==> config.mk <==
export PLATFORM = sky130hd
export DESIGN_NAME = framed_relay_command_receiver_top
export DESIGN_NICKNAME = d
export VERILOG_FILES = /design/src/rtl/frc_pkg.sv /design/src/rtl/frc_parser.sv /design/src/rtl/frc_serializer.sv /design/src/rtl/framed_relay_command_receiver_top.sv
export SDC_FILE = /design/constraint.sdc
export NUM_CORES = 1
export LEC_CHECK = 0
export BUFFER_PORTS_ARGS = -buffer_cell sky130_fd_sc_hd__clkbuf_2
export CORE_MARGIN = 1
export CORE_UTILIZATION = 57
export DETAILED_ROUTE_END_ITERATION = 8
export GPL_TIMING_DRIVEN = 0
export HOLD_SLACK_MARGIN = 0.15
export PLACE_DENSITY_LB_ADDON = 0.12
export SLEW_MARGIN = 20
export SYNTH_ARGS = -nofsm -noshare
export SYNTH_HDL_FRONTEND = slang
export SYNTH_SLANG_ARGS = --single-unit
==> constraint.sdc <==
create_clock -name clk_i -period 4 [get_ports clk_i]
set_input_delay 0.4 -clock clk_i [delete_from_list [all_inputs] [get_ports clk_i]]
set_output_delay 0.4 -clock clk_i [all_outputs]
set_load 0.005 [all_outputs]
==> src/rtl/frc_pkg.sv <==
// ----------------------------------------------------------------------------
// frc_pkg
// Shared types and constants for the framed relay command receiver.
// ----------------------------------------------------------------------------
package frc_pkg;

  // framing and payload characters
  localparam logic [7:0] START_MARK = 8'h3C;  // '<'
  localparam logic [7:0] END_MARK   = 8'h3E;  // '>'
  localparam logic [7:0] CHAR_ZERO  = 8'h30;  // '0'
  localparam logic [7:0] CHAR_ONE   = 8'h31;  // '1'

  // output word layout
  localparam int unsigned TDATA_W = 16;
  localparam int unsigned PAD_W   = TDATA_W - 10;

  // accepted command, handed from parser to serializer
  typedef struct packed {
    logic [7:0] first_char;
    logic [7:0] second_char;
    logic       relay1_on;
    logic       relay2_on;
  } reply_t;

  // position inside the echoed reply
  typedef enum logic [1:0] {
    BEAT_OPEN,
    BEAT_FIRST,
    BEAT_SECOND,
    BEAT_CLOSE
  } beat_e;

  // true for '0' or '1'
  function automatic logic is_bit_char(input logic [7:0] c);
    return (c == CHAR_ZERO) || (c == CHAR_ONE);
  endfunction

endpackage

==> src/rtl/frc_parser.sv <==
// ----------------------------------------------------------------------------
// frc_parser
// Frame parser: tracks framing, counts payload, keeps the first two payload
// bytes, owns the relay state and registers one reply per matching frame.
// ----------------------------------------------------------------------------
module frc_parser #(
  parameter int unsigned BUFFER_CHARS = 32
) (
  input  logic          clk_i,
  input  logic          rst_ni,
  input  logic          byte_vld_i,
  input  logic [7:0]    byte_i,
  output logic          ready_o,
  input  logic          rep_take_i,
  output logic          rep_vld_o,
  output frc_pkg::reply_t rep_o
);
  import frc_pkg::*;

  localparam int unsigned CntW = $clog2(BUFFER_CHARS);
  localparam logic [CntW-1:0] CntMax = CntW'(BUFFER_CHARS - 1);

  logic            in_frame_q, in_frame_d;
  logic [CntW-1:0] cnt_q, cnt_d;
  logic [7:0]      first_q, first_d;
  logic [7:0]      second_q, second_d;
  logic            relay1_q, relay1_d;
  logic            relay2_q, relay2_d;
  logic            rep_vld_q, rep_vld_d;
  reply_t          rep_q, rep_d;
  logic            accept;
  logic            match;

  // a new word fits when the reply slot is empty or drains this cycle
  assign ready_o = !rep_vld_q || rep_take_i;
  assign accept  = byte_vld_i && ready_o;

  assign match = (cnt_q == CntW'(2)) && is_bit_char(first_q) && is_bit_char(second_q);

  // frame tracking and reply generation
  always_comb begin
    in_frame_d = in_frame_q;
    cnt_d      = cnt_q;
    first_d    = first_q;
    second_d   = second_q;
    relay1_d   = relay1_q;
    relay2_d   = relay2_q;
    rep_vld_d  = rep_vld_q && !rep_take_i;
    rep_d      = rep_q;
    if (accept) begin
      if (!in_frame_q) begin
        if (byte_i == START_MARK) begin
          in_frame_d = 1'b1;
          cnt_d      = '0;
        end
      end else if (byte_i != END_MARK) begin
        if (cnt_q == CntW'(0)) begin
          first_d = byte_i;
        end else if (cnt_q == CntW'(1)) begin
          second_d = byte_i;
        end
        if (cnt_q < CntMax) begin
          cnt_d = cnt_q + CntW'(1);
        end
      end else begin
        in_frame_d = 1'b0;
        cnt_d      = '0;
        if (match) begin
          relay2_d              = (first_q == CHAR_ONE);
          relay1_d              = (second_q == CHAR_ONE);
          rep_vld_d             = 1'b1;
          rep_d.first_char      = first_q;
          rep_d.second_char     = second_q;
          rep_d.relay1_on       = (second_q == CHAR_ONE);
          rep_d.relay2_on       = (first_q == CHAR_ONE);
        end
      end
    end
  end

  // control and relay state
  always_ff @(posedge clk_i or negedge rst_ni) begin
    if (!rst_ni) begin
      in_frame_q <= 1'b0;
      cnt_q      <= '0;
      first_q    <= '0;
      second_q   <= '0;
      relay1_q   <= 1'b0;
      relay2_q   <= 1'b0;
      rep_vld_q  <= 1'b0;
    end else begin
      in_frame_q <= in_frame_d;
      cnt_q      <= cnt_d;
      first_q    <= first_d;
      second_q   <= second_d;
      relay1_q   <= relay1_d;
      relay2_q   <= relay2_d;
      rep_vld_q  <= rep_vld_d;
    end
  end

  // reply payload
  always_ff @(posedge clk_i) begin
    rep_q <= rep_d;
  end

  assign rep_vld_o = rep_vld_q;
  assign rep_o     = rep_q;

endmodule

==> src/rtl/frc_serializer.sv <==
// ----------------------------------------------------------------------------
// frc_serializer
// Reply serializer: sends '<', c1, c2, '>' as four output words, the last
// one marked, with the relay drive of the command on every word.
// ----------------------------------------------------------------------------
module frc_serializer (
  input  logic                          clk_i,
  input  logic                          rst_ni,
  input  logic                          rep_vld_i,
  input  frc_pkg::reply_t               rep_i,
  output logic                          rep_take_o,
  output logic                          m_tvalid_o,
  input  logic                          m_tready_i,
  output logic [frc_pkg::TDATA_W-1:0]   m_tdata_o,
  output logic                          m_tlast_o
);
  import frc_pkg::*;

  logic   busy_q, busy_d;
  beat_e  beat_q, beat_d;
  reply_t rep_q;
  logic   last_hs;
  logic   take;
  logic [7:0] tx_byte;

  assign last_hs    = busy_q && m_tready_i && (beat_q == BEAT_CLOSE);
  assign take       = rep_vld_i && (!busy_q || last_hs);
  assign rep_take_o = take;

  // next beat
  always_comb begin
    busy_d = busy_q;
    beat_d = beat_q;
    if (take) begin
      busy_d = 1'b1;
      beat_d = BEAT_OPEN;
    end else if (busy_q && m_tready_i) begin
      case (beat_q)
        BEAT_OPEN:   beat_d = BEAT_FIRST;
        BEAT_FIRST:  beat_d = BEAT_SECOND;
        BEAT_SECOND: beat_d = BEAT_CLOSE;
        BEAT_CLOSE:  busy_d = 1'b0;
        default:     busy_d = 1'b0;
      endcase
    end
  end

  // output word for the current beat
  always_comb begin
    case (beat_q)
      BEAT_OPEN:   tx_byte = START_MARK;
      BEAT_FIRST:  tx_byte = rep_q.first_char;
      BEAT_SECOND: tx_byte = rep_q.second_char;
      BEAT_CLOSE:  tx_byte = END_MARK;
      default:     tx_byte = END_MARK;
    endcase
  end

  always_ff @(posedge clk_i or negedge rst_ni) begin
    if (!rst_ni) begin
      busy_q <= 1'b0;
      beat_q <= BEAT_OPEN;
    end else begin
      busy_q <= busy_d;
      beat_q <= beat_d;
    end
  end

  // reply held for the duration of its four words
  always_ff @(posedge clk_i) begin
    if (take) begin
      rep_q <= rep_i;
    end
  end

  assign m_tvalid_o = busy_q;
  assign m_tlast_o  = (beat_q == BEAT_CLOSE);
  assign m_tdata_o  = {PAD_W'(0), rep_q.relay2_on, rep_q.relay1_on, tx_byte};

endmodule

==> src/rtl/framed_relay_command_receiver_top.sv <==
// ----------------------------------------------------------------------------
// framed_relay_command_receiver_top
// Receives serial bytes, decodes "<xy>" relay commands and echoes them.
// ----------------------------------------------------------------------------
// One received byte is taken per cycle. Bytes outside a '<' ... '>' frame are
// dropped; a frame whose payload is exactly two characters of '0'/'1' sets
// relay 2 from the first and relay 1 from the second and is echoed as four
// output words ('<', c1, c2, '>', tlast on the '>'), one per cycle while the
// sink is ready. The parser registers the command into a one-entry slot and
// the serializer drains it, so input bytes keep flowing during an echo; the
// input stalls only when a second command completes before the first echo
// has left, and then until its last word is taken. s_axis_tready follows
// m_axis_tready in the same cycle on that path.
module framed_relay_command_receiver_top #(
  parameter int unsigned BUFFER_CHARS = 32
) (
  input  logic        clk_i,
  input  logic        rst_ni,
  input  logic        s_axis_tvalid,
  output logic        s_axis_tready,
  input  logic [7:0]  s_axis_tdata,   // [7:0] rx_byte
  output logic        m_axis_tvalid,
  input  logic        m_axis_tready,
  output logic [15:0] m_axis_tdata,   // [7:0] tx_byte, [8] relay1_on, [9] relay2_on
  output logic        m_axis_tlast    // reply_last
);
  import frc_pkg::*;

  logic   rep_vld;
  logic   rep_take;
  reply_t rep;

  // frame parser and relay state
  frc_parser #(
    .BUFFER_CHARS(BUFFER_CHARS)
  ) u_parser (
    .clk_i      (clk_i),
    .rst_ni     (rst_ni),
    .byte_vld_i (s_axis_tvalid),
    .byte_i     (s_axis_tdata),
    .ready_o    (s_axis_tready),
    .rep_take_i (rep_take),
    .rep_vld_o  (rep_vld),
    .rep_o      (rep)
  );

  // echo serializer
  frc_serializer u_serializer (
    .clk_i      (clk_i),
    .rst_ni     (rst_ni),
    .rep_vld_i  (rep_vld),
    .rep_i      (rep),
    .rep_take_o (rep_take),
    .m_tvalid_o (m_axis_tvalid),
    .m_tready_i (m_axis_tready),
    .m_tdata_o  (m_axis_tdata),
    .m_tlast_o  (m_axis_tlast)
  );

endmodule

Yosys cells after proc, flatten, opt, wreduce, memory -nomap -nowiden
Index checks and enable logic that the tools add are counted.
- add/sub/neg operators: 1
- $lt $le $gt $ge: 1
- equal/unequal tests: 12
- multiplexer cells: 18
- bitwise gates (word level): 2
- reductions and logical operators: 26
- operator list (operator ; count):
    $eq A8 B6 Y1 const B ; 5
    $pmux W8 S4 ; 1
    $mux W5 ; 4
    $mux W1 ; 10
    $ne A8 B6 Y1 const B ; 1
    $reduce_and A4 Y1 ; 2
    $logic_and A1 B1 Y1 ; 7
    $pmux W2 S3 ; 1
    $reduce_bool A2 Y1 ; 3
    $add A5 B1 Y5 const B ; 1
    $eq A5 B1 Y1 const B ; 1
    $eq A5 B2 Y1 const B ; 1
    $logic_not A5 Y1 ; 1
    $lt A5 B5 Y1 const B ; 1
    $reduce_and A5 Y1 ; 1
    $eq A2 B2 Y1 const B ; 2
    $logic_or A1 B1 Y1 ; 4
    $mux W2 ; 2
    $reduce_and A2 Y1 ; 2
    $reduce_bool A4 Y1 ; 1
    $logic_not A1 Y1 ; 3
    $ne A3 B3 Y1 const B ; 1
    $reduce_and A3 Y1 ; 1
    $eq A2 B1 Y1 const B ; 1
    other kinds (2) ; 3
- register bits: 62
- bits of input ports: 12

Logic depth before layout (Yosys ltp)
Gate-level depths: netlist of the first run.
- word-level depth: 10
- mapped depth: 6
- mapped depth without buffers: 6

Modules after synthesis
A second synthesis of the first run with hierarchy kept.
- cells, all modules: 186
- area total of the unflattened synthesis: 2710.1 sq um
- by module, submodules not included (module ; times used ; cells an instance ; area an instance (sq um) ; seq. area each (sq um)):
    frc_parser ; 1 ; 118 ; 1747.9 ; 1116.1
    frc_serializer ; 1 ; 68 ; 962.2 ; 615.6

Worst setup path after synthesis of the first run
OpenSTA, ideal clock, no wires.
- path kind: reg2reg
- from: register u_serializer.beat_q[0]
- to: register u_parser.rep_q, in the netlist u_parser.rep_o[0], enable pin
- arrival: 2444 ps
- data required time: 3593 ps
- path slack: 1150 ps
- stages on the path, launching flop included: 6
- buffers on the path: 0
- cell sequence: dfrtp_1 > ha_1 > a21boi_4 > a211oi_4 > nand2_4 > nor4_2
- cells in the longest elaborated chain, start to end: 7
- ends and longest elaborated chain (what ; RTL line ; RTL):
    start, declared ; frc_serializer.sv:20 ; beat_e beat_q, beat_d;
    start signal, assigned ; frc_serializer.sv:65 ; beat_q <= beat_d;
    $eq A2 B2 Y1 ; -- ;
    net m_axis_tlast ; framed_relay_command_receiver_top.sv:25 ; output logic m_axis_tlast
    $logic_and A1 B1 Y1 ; frc_serializer.sv:26 ; assign last_hs = busy_q && m_tready_i && (beat_q == BEAT_CLOSE);
    $logic_or A1 B1 Y1 ; frc_serializer.sv:27 ; assign take = rep_vld_i && (!busy_q || last_hs);
    $logic_and A1 B1 Y1 ; frc_serializer.sv:27 ;
    $logic_or A1 B1 Y1 ; frc_parser.sv:35 ; assign ready_o = !rep_vld_q || rep_take_i;
    $logic_and A1 B1 Y1 ; frc_parser.sv:36 ; assign accept = byte_vld_i && ready_o;
    $reduce_and A4 Y1 (no line) ; -- ;
    end signal, assigned ; frc_parser.sv:104 ; rep_q <= rep_d;
    end, declared ; frc_parser.sv:30 ; reply_t rep_q, rep_d;
The timed path passes the listed nets, and every way through them passes these cells.
A chain may end at the register's enable or synchronous reset.

Worst setup path in the final report of the first run
- from: register u_serializer.beat_q[0]
- to: register u_parser.rep_q, in the netlist u_parser.rep_o[13], enable pin
- cells in the longest elaborated chain, start to end: 7
- ends and longest elaborated chain (what ; RTL line):
    $eq A2 B2 Y1 ; frc_serializer.sv:26
    $logic_and A1 B1 Y1 ; frc_serializer.sv:26
    $logic_or A1 B1 Y1 ; frc_serializer.sv:27
    $logic_and A1 B1 Y1 ; frc_serializer.sv:27
    $logic_or A1 B1 Y1 ; frc_parser.sv:35
    $logic_and A1 B1 Y1 ; frc_parser.sv:36
    $reduce_and A4 Y1 (no line) ; --
No other way between the ends.

==> impl_metrics.yaml, run 1 <==
clock_network:
  cts_made_buffers: 9
  cts_setup_buffers: 0
  cts-htree-levels: 3
  clk_path_buf_depth: 2
  ctsHoldBuffers: 1
  root_buffer: "clkbuf_8"
  clk_pin_slew_ns: 0.07
  clk_latency_ns: 0.32
  cts_resized: 0
  cts_tree: "built"
  clock_sinks: 62
drt:
  drt_iter0_drc: 76
  top_layer_used: "met4"
  wl_met1_um: 2050
  num_vias: 1554
  drcViolationCount: 0
  routed_wirelength_um: 4680
  wl_met2_um: 2320
  wl_met3_um: 190
  first_pass_iters: 4
  wire_per_inst_um: 16.4
  ant_nets: 0
  via_per_inst: 5.45
logic_synthesis:
  seq_area_frac_synth: 0.627
  synthArstFlopShare: 0.419
  synth_top_flop_cell: "edfxtp_1"
  synth_enable_flop_cells: 36
  synth_area_um2: 2760
  synth_cells: 185
  yosysUniqueCellTypes: 43
  ys_ff_latch: 62
  ys_warn_count: 0
  syn_area_per_cell_um2: 14.9
die:
  initial_utilization: 0.614
  die_x_um: 71.6
  die-area_um2: 5130
  die_y_um: 71.6
  coreArea_um2: 4500
  ios: 31
  std_cell_rows: 24
timing:
  finalHoldViolations: 0
  slew_violations: 0
  rsz0062_at_grt: "false"
  setup_viol: 0
  slew_headroom: 0.559
  tns_ns: 0
  period_share: 0.661
  period_needed_ns: 2.64
  max_freq_mhz: 378
  clock_skew_ns: 0.00807
  worst_pin_slew_ns: 0.656
grt:
  grt_max_degree: 27
  grt_pass1_wl_um: 8030
  grt_pass1_vias: 1653
  antenna_found_initial: 0
  grt_overflow: 0
  grt_usage: 0.215
setup_path:
  crit_fanout: 11
  slowest_stage: "nor4_4"
  critical_path_arrival_ns: 2.67
  cp.depth: 6
  crit_path_start_kind: "flop"
  end_kind: "flop"
  path_class: "flop to flop"
  path_buf_inv: 1
  r2r_cells: 6
  slowest_delay_ns: 0.64
  path_delay_family: "simple AND/OR/NAND/NOR gates"
  worstPathCellList: "ha_1, a21boi_4, a211oi_4, nand2_4, nor4_4, buf_6"
  required_ns: 4.03
pwr:
  leakage_nw: 1.39
  vdd_drop_max_v: 0.000407
  power_density_nw_per_um2: 550
cells_and_area:
  instances_no_fill: 285
  nNetsFinal: 249
  n_antenna_cell: 0
  final_area_um2: 3250
  layout_commonest_cell: "edfxtp_1"
  final.fill_count: 308
  layout-drive-gt1-share: 0.343
  layout_common_cells: "edfxtp_1, dfrtp_1, clkbuf_2"
  area_growth_pct: 17.5
place:
  port-buffer-count: 24
  hpwl_um: 3390
  place_area_um2: 3000
  place_congestion: 0.832
  dp_cells: 268
flow_run:
  maxCapViolations: 0
outcome:
  status: "completed"
hold_path:
  hold_class: "input pin to flop"
  hold_depth: 2
state kept, by name, summed over array words and instances (netlist names):
signal and count:
u_parser.cnt_q 5, u_parser.first_q 8, u_parser.in_frame_q 1, u_parser.rep_o 18, u_parser.rep_vld_o 1, u_parser.second_q 8
u_serializer.beat_q 2, u_serializer.m_tdata_o 2, u_serializer.m_tvalid_o 1, u_serializer.rep_q 16
worst register-to-register path, stage by stage, from the launching register on:
cell and delay [ns]:
dfrtp_1 0.42, ha_1 0.32, a21boi_4 0.13, a211oi_4 0.41, nand2_4 0.18, nor4_4 0.65, buf_6 0.24
routing by layer:
metal	vias up	global-route usage
li1	752	-
met1	737	0.268
met2	53	0.344
met3	12	0.0633
met4	0	0.109
met5	-	0
final timing paths:
kind / startpoint / endpoint / slack (ns)
setup / recovery: u_serializer.beat_q[0] / u_parser.rep_o[13] / 1.36
hold / removal: s_axis_tdata[1] / u_parser.in_frame_q / 0.33
setup reg to reg: u_serializer.beat_q[0] / u_parser.rep_o[13] / 1.36
hold reg to reg: u_parser.rep_o[6] / u_serializer.rep_q[6] / 0.42
max in group asynchronous: rst_ni / u_parser.cnt_q[1] / 2.93
min in group asynchronous: rst_ni / u_parser.cnt_q[2] / 0.64
final cells by class:
type / count / area, um^2 / share of cell area
Multi-Input combinational cell: 108 / 956 / 0.294
Sequential cell: 62 / 1730 / 0.533
Tap cell: 52 / 65.1 / 0.0200
Buffer: 12 / 76.3 / 0.0235
Clock buffer: 10 / 128 / 0.0393
Inverter: 8 / 30.0 / 0.00924
Timing Repair Buffer: 27 / 153 / 0.0470
Clock inverter: 6 / 109 / 0.0335
stage by stage:
step            util  worst slack (ns)  power, mW  hold WS, ns
2_1_floorplan      -              1.15       1.06        0.104
3_3_place_gp   0.659             0.685       1.12        0.404
3_5_place_dp   0.666              1.36       1.14        0.405
4_1_cts        0.721              1.34       1.79        0.313
5_1_grt        0.721              1.16       1.86        0.327
6_report       0.721              1.36       1.79        0.334
report_power, final:
| part | switching, mW | internal [mW] |
|---|---|---|
| Combinational | 0.103 | 0.153 |
| Sequential | 0.0985 | 0.784 |
| Clock | 0.235 | 0.414 |
synthesized netlist by cell type, types with 2 or more instances:
cell,number,area (um^2)
a21o_1,3,22.5
a22oi_1,6,45.0
buf_4,8,60.1
clkbuf_1,3,11.3
dfrtp_1,26,651
edfxtp_1,36,1080
ha_1,9,113
inv_1,8,30.0
mux2_4,16,240
mux2i_1,3,30.0
nand2_1,11,41.3
nand3_1,5,25.0
nand4_1,2,12.5
nor2_1,10,37.5
nor2_8,2,40.0
nor3_1,5,25.0
o21ai_0,6,30.0
logic make-up after synthesis:
kind of cell / after synthesis / synth area share
flip-flops: 62 / 0.627
adder cells (fa/ha/maj): 9 / 0.0407
buffers and inverters: 20 / 0.0385
multiplexers: 19 / 0.0978
AO/OA/AOI/OAI: 24 / 0.0761
other: 1 / 0.00136
AND/OR/NAND/NOR: 50 / 0.119
No activity file was read; power rests on OpenSTA's default activity.
==> inputs of run 2 (changes only) <==
- ABC_AREA: not set -> 1
- CORE_UTILIZATION: 57 -> 52
- clock period: 4 -> 2.2 ns (I/O delays scaled with it)
==> run 2 against run 1 <==
Compared with the run above: sequential cell count is the same; die area grew 16%; critical path depth grew 1; utilization shrank 8.4 points; design area grew 7.4%; global-route usage shrank 3.3 points; routed wire length grew 1.1%; power grew 110%; clock skew is essentially flat; critical path type is now flop to primary output; critical endpoint is now m_axis_tdata[1]; cell count grew 43%.
==> impl_metrics.yaml, run 2 <==
outcome:
  status: "completed"
timing:
  max_freq_mhz: 516
  period_share: 0.881
  setup_viol: 0
  period_needed_ns: 1.94
  slew_violations: 0
  worst_pin_slew_ns: 0.650
  finalHoldViolations: 0
  clock_skew_ns: 0.00800
  slew_headroom: 0.567
  hold_ws_ns: 0.226
  rsz0062_at_grt: "false"
logic_synthesis:
  netlist_top_cells_area: "edfxtp_1, dfrtp_1, nand2_1"
  seq_area_frac_synth: 0.589
  ys_warn_count: 0
  syn_area_per_cell_um2: 10.5
  synth_enable_flop_cells: 36
  synth_cells: 281
  yosysMostFrequentCell: "nand2_1"
  synth_area_um2: 2940
  synth_top_flop_cell: "edfxtp_1"
  synthArstFlopShare: 0.419
  synth_common_cells: "nand2_1, edfxtp_1, dfrtp_1, nand3_1, nor2_1"
  synth_largest_area_cell: "edfxtp_1"
  ys_ff_latch: 62
  yosysUniqueCellTypes: 33
  synth_top_area_frac: 0.368
grt:
  grt_overflow: 0
  antenna_found_initial: 0
  grt_usage: 0.182
  grt_pass1_wl_um: 8140
  grt_pass1_vias: 1750
  grt_max_degree: 27
drt:
  ant_nets: 0
  drcViolationCount: 0
  num_vias: 1921
  routed_wirelength_um: 4730
  drt_iter0_drc: 95
  via_per_inst: 4.71
  first_pass_iters: 4
  wire_per_inst_um: 11.6
place:
  dp_cells: 382
  place_congestion: 0.793
  hpwl_um: 3330
  place_area_um2: 3170
  port-buffer-count: 24
clock_network:
  cts_tree: "built"
  root_buffer: "clkbuf_8"
  clock_sinks: 62
  clk_path_buf_depth: 2
  clk_latency_ns: 0.34
  cts_made_buffers: 9
  clk_pin_slew_ns: 0.07
  cts-htree-levels: 3
die:
  die_y_um: 77.2
  die-area_um2: 5960
  coreArea_um2: 5470
  std_cell_rows: 27
  ios: 31
  die_x_um: 77.2
  initial_utilization: 0.537
cells_and_area:
  multi_input_area_um2: 1060
  final_area_um2: 3490
  layout_common_cells: "nand2_1, edfxtp_1, dfrtp_1"
  instances_no_fill: 408
  layout-drive-gt1-share: 0.241
  area_growth_pct: 18.6
  largest_register_ffs: 18
  final.fill_count: 475
  n_antenna_cell: 0
  nNetsFinal: 352
  layout_commonest_cell: "nand2_1"
  final_core_util: 0.637
  regArea_um2: 1730
pwr:
  power_density_nw_per_um2: 1070
  leakage_nw: 1.62
  vdd_drop_max_v: 0.000481
  power_mw: 3.73
flow_run:
  maxCapViolations: 0
setup_path:
  crit_fanout: 8
  required_ns: 1.98
  worstPathCellList: "inv_1, ha_1, clkbuf_1, nand2_1, a21o_1, inv_1, clkbuf_2"
  path_class: "flop to primary output"
  end_kind: "primary output"
  slowest_stage: "dfrtp_1"
  r2r_slack_ns: 0.36
  crit_top_cell: "inv_1"
  slowest_delay_ns: 0.42
  critical_path_arrival_ns: 1.72
  crit_path_start_kind: "flop"
hold_path:
  hold_class: "input pin to flop"
## run 2: cell count changes after synthesis, sizes merged, moves of 3 or more
cell / previous run / this run
inv: 8 / 24
a22oi: 6 / 0
mux2i: 3 / 0
o21ai: 7 / 2
nor3: 5 / 0
mux2: 16 / 0
nor2: 12 / 27
nand2: 13 / 103
nand3: 5 / 26
a21oi: 0 / 5
## run 2: final cells by class
cell class	instances	area share
clock buffer	11	0.0405
clock inverter	5	0.0169
sequential	62	0.496
inverter	25	0.0323
tap	72	0.0258
multi-input combinational	189	0.303
timing repair buffer	34	0.0660
buffer	10	0.0194
## run 2: cells by family (layout without fill, tap and decap cells)
family	count (synthesis)	in the layout	synth area share
compound gates	9	9	0.0170
xor+xnor	1	1	0.00298
fa+ha+maj	9	9	0.0383
buf+inv	35	85	0.0613
flops	62	62	0.589
other cells	1	6	0.00127
simple gates	164	164	0.291
## run 2: stage by stage
| stage | setup WS (ns) | TNS [ns] |
|---|---|---|
| floorplan | 0.189 | 0 |
| global placement | -0.0735 | -1.31 |
| detailed placement | -0.0878 | -1.57 |
| CTS | 0.120 | 0 |
| global route | 0.108 | 0 |
| finish | 0.261 | 0 |
## run 2: what timing repair did
action                     CTS  global route
hold endpoints to repair    37             0
resized for setup            1             0
buffers inserted             0             1
hold buffers                 9             0
setup endpoints to repair   18            18
pin swaps                    0             1
## run 2: worst max-delay path: cells and delay by family (launching register included)
| family | cells | cell delay [ns] |
|---|---|---|
| AOI/OAI and AO/OA | 1 | 0.19 |
| adders and majority gates | 1 | 0.16 |
| buffers and inverters | 4 | 0.54 |
| DFF | 1 | 0.42 |
| and+or+nand+nor | 1 | 0.10 |
## run 2: path summary, 6_finish.rpt
path | from | endpoint | depth (start not counted)
worst max-delay path | u_serializer.beat_q[1] | m_axis_tdata[1] | 7
worst min-delay path | m_axis_tready | u_serializer.m_tvalid_o | 4
worst max register to register | u_serializer.beat_q[0] | u_parser.rep_o[15] | 8
worst min register to register | u_parser.rep_o[10] | u_serializer.rep_q[10] | 0
max in group asynchronous | rst_ni | u_parser.second_q[5] | 2
min in group asynchronous | rst_ni | u_parser.rep_vld_o | 2
## run 2: where the power goes
group / switching (mW) / internal (mW) / leakage (nW)
combinational: 0.609 / 0.457 / 0.876
sequential: 0.204 / 1.46 / 0.649
clock: 0.440 / 0.556 / 0.0959
## run 2: metal layers
metal / up-vias / routed length [um] / share of wire / global-route usage
li1: 999 / - / - / -
met1: 881 / 2320 / 0.49 / 0.241
met2: 31 / 2150 / 0.45 / 0.274
met3: 10 / 125 / 0.026 / 0.0321
met4: 0 / 131 / 0.028 / 0.119
met5: - / 0 / 0 / 0
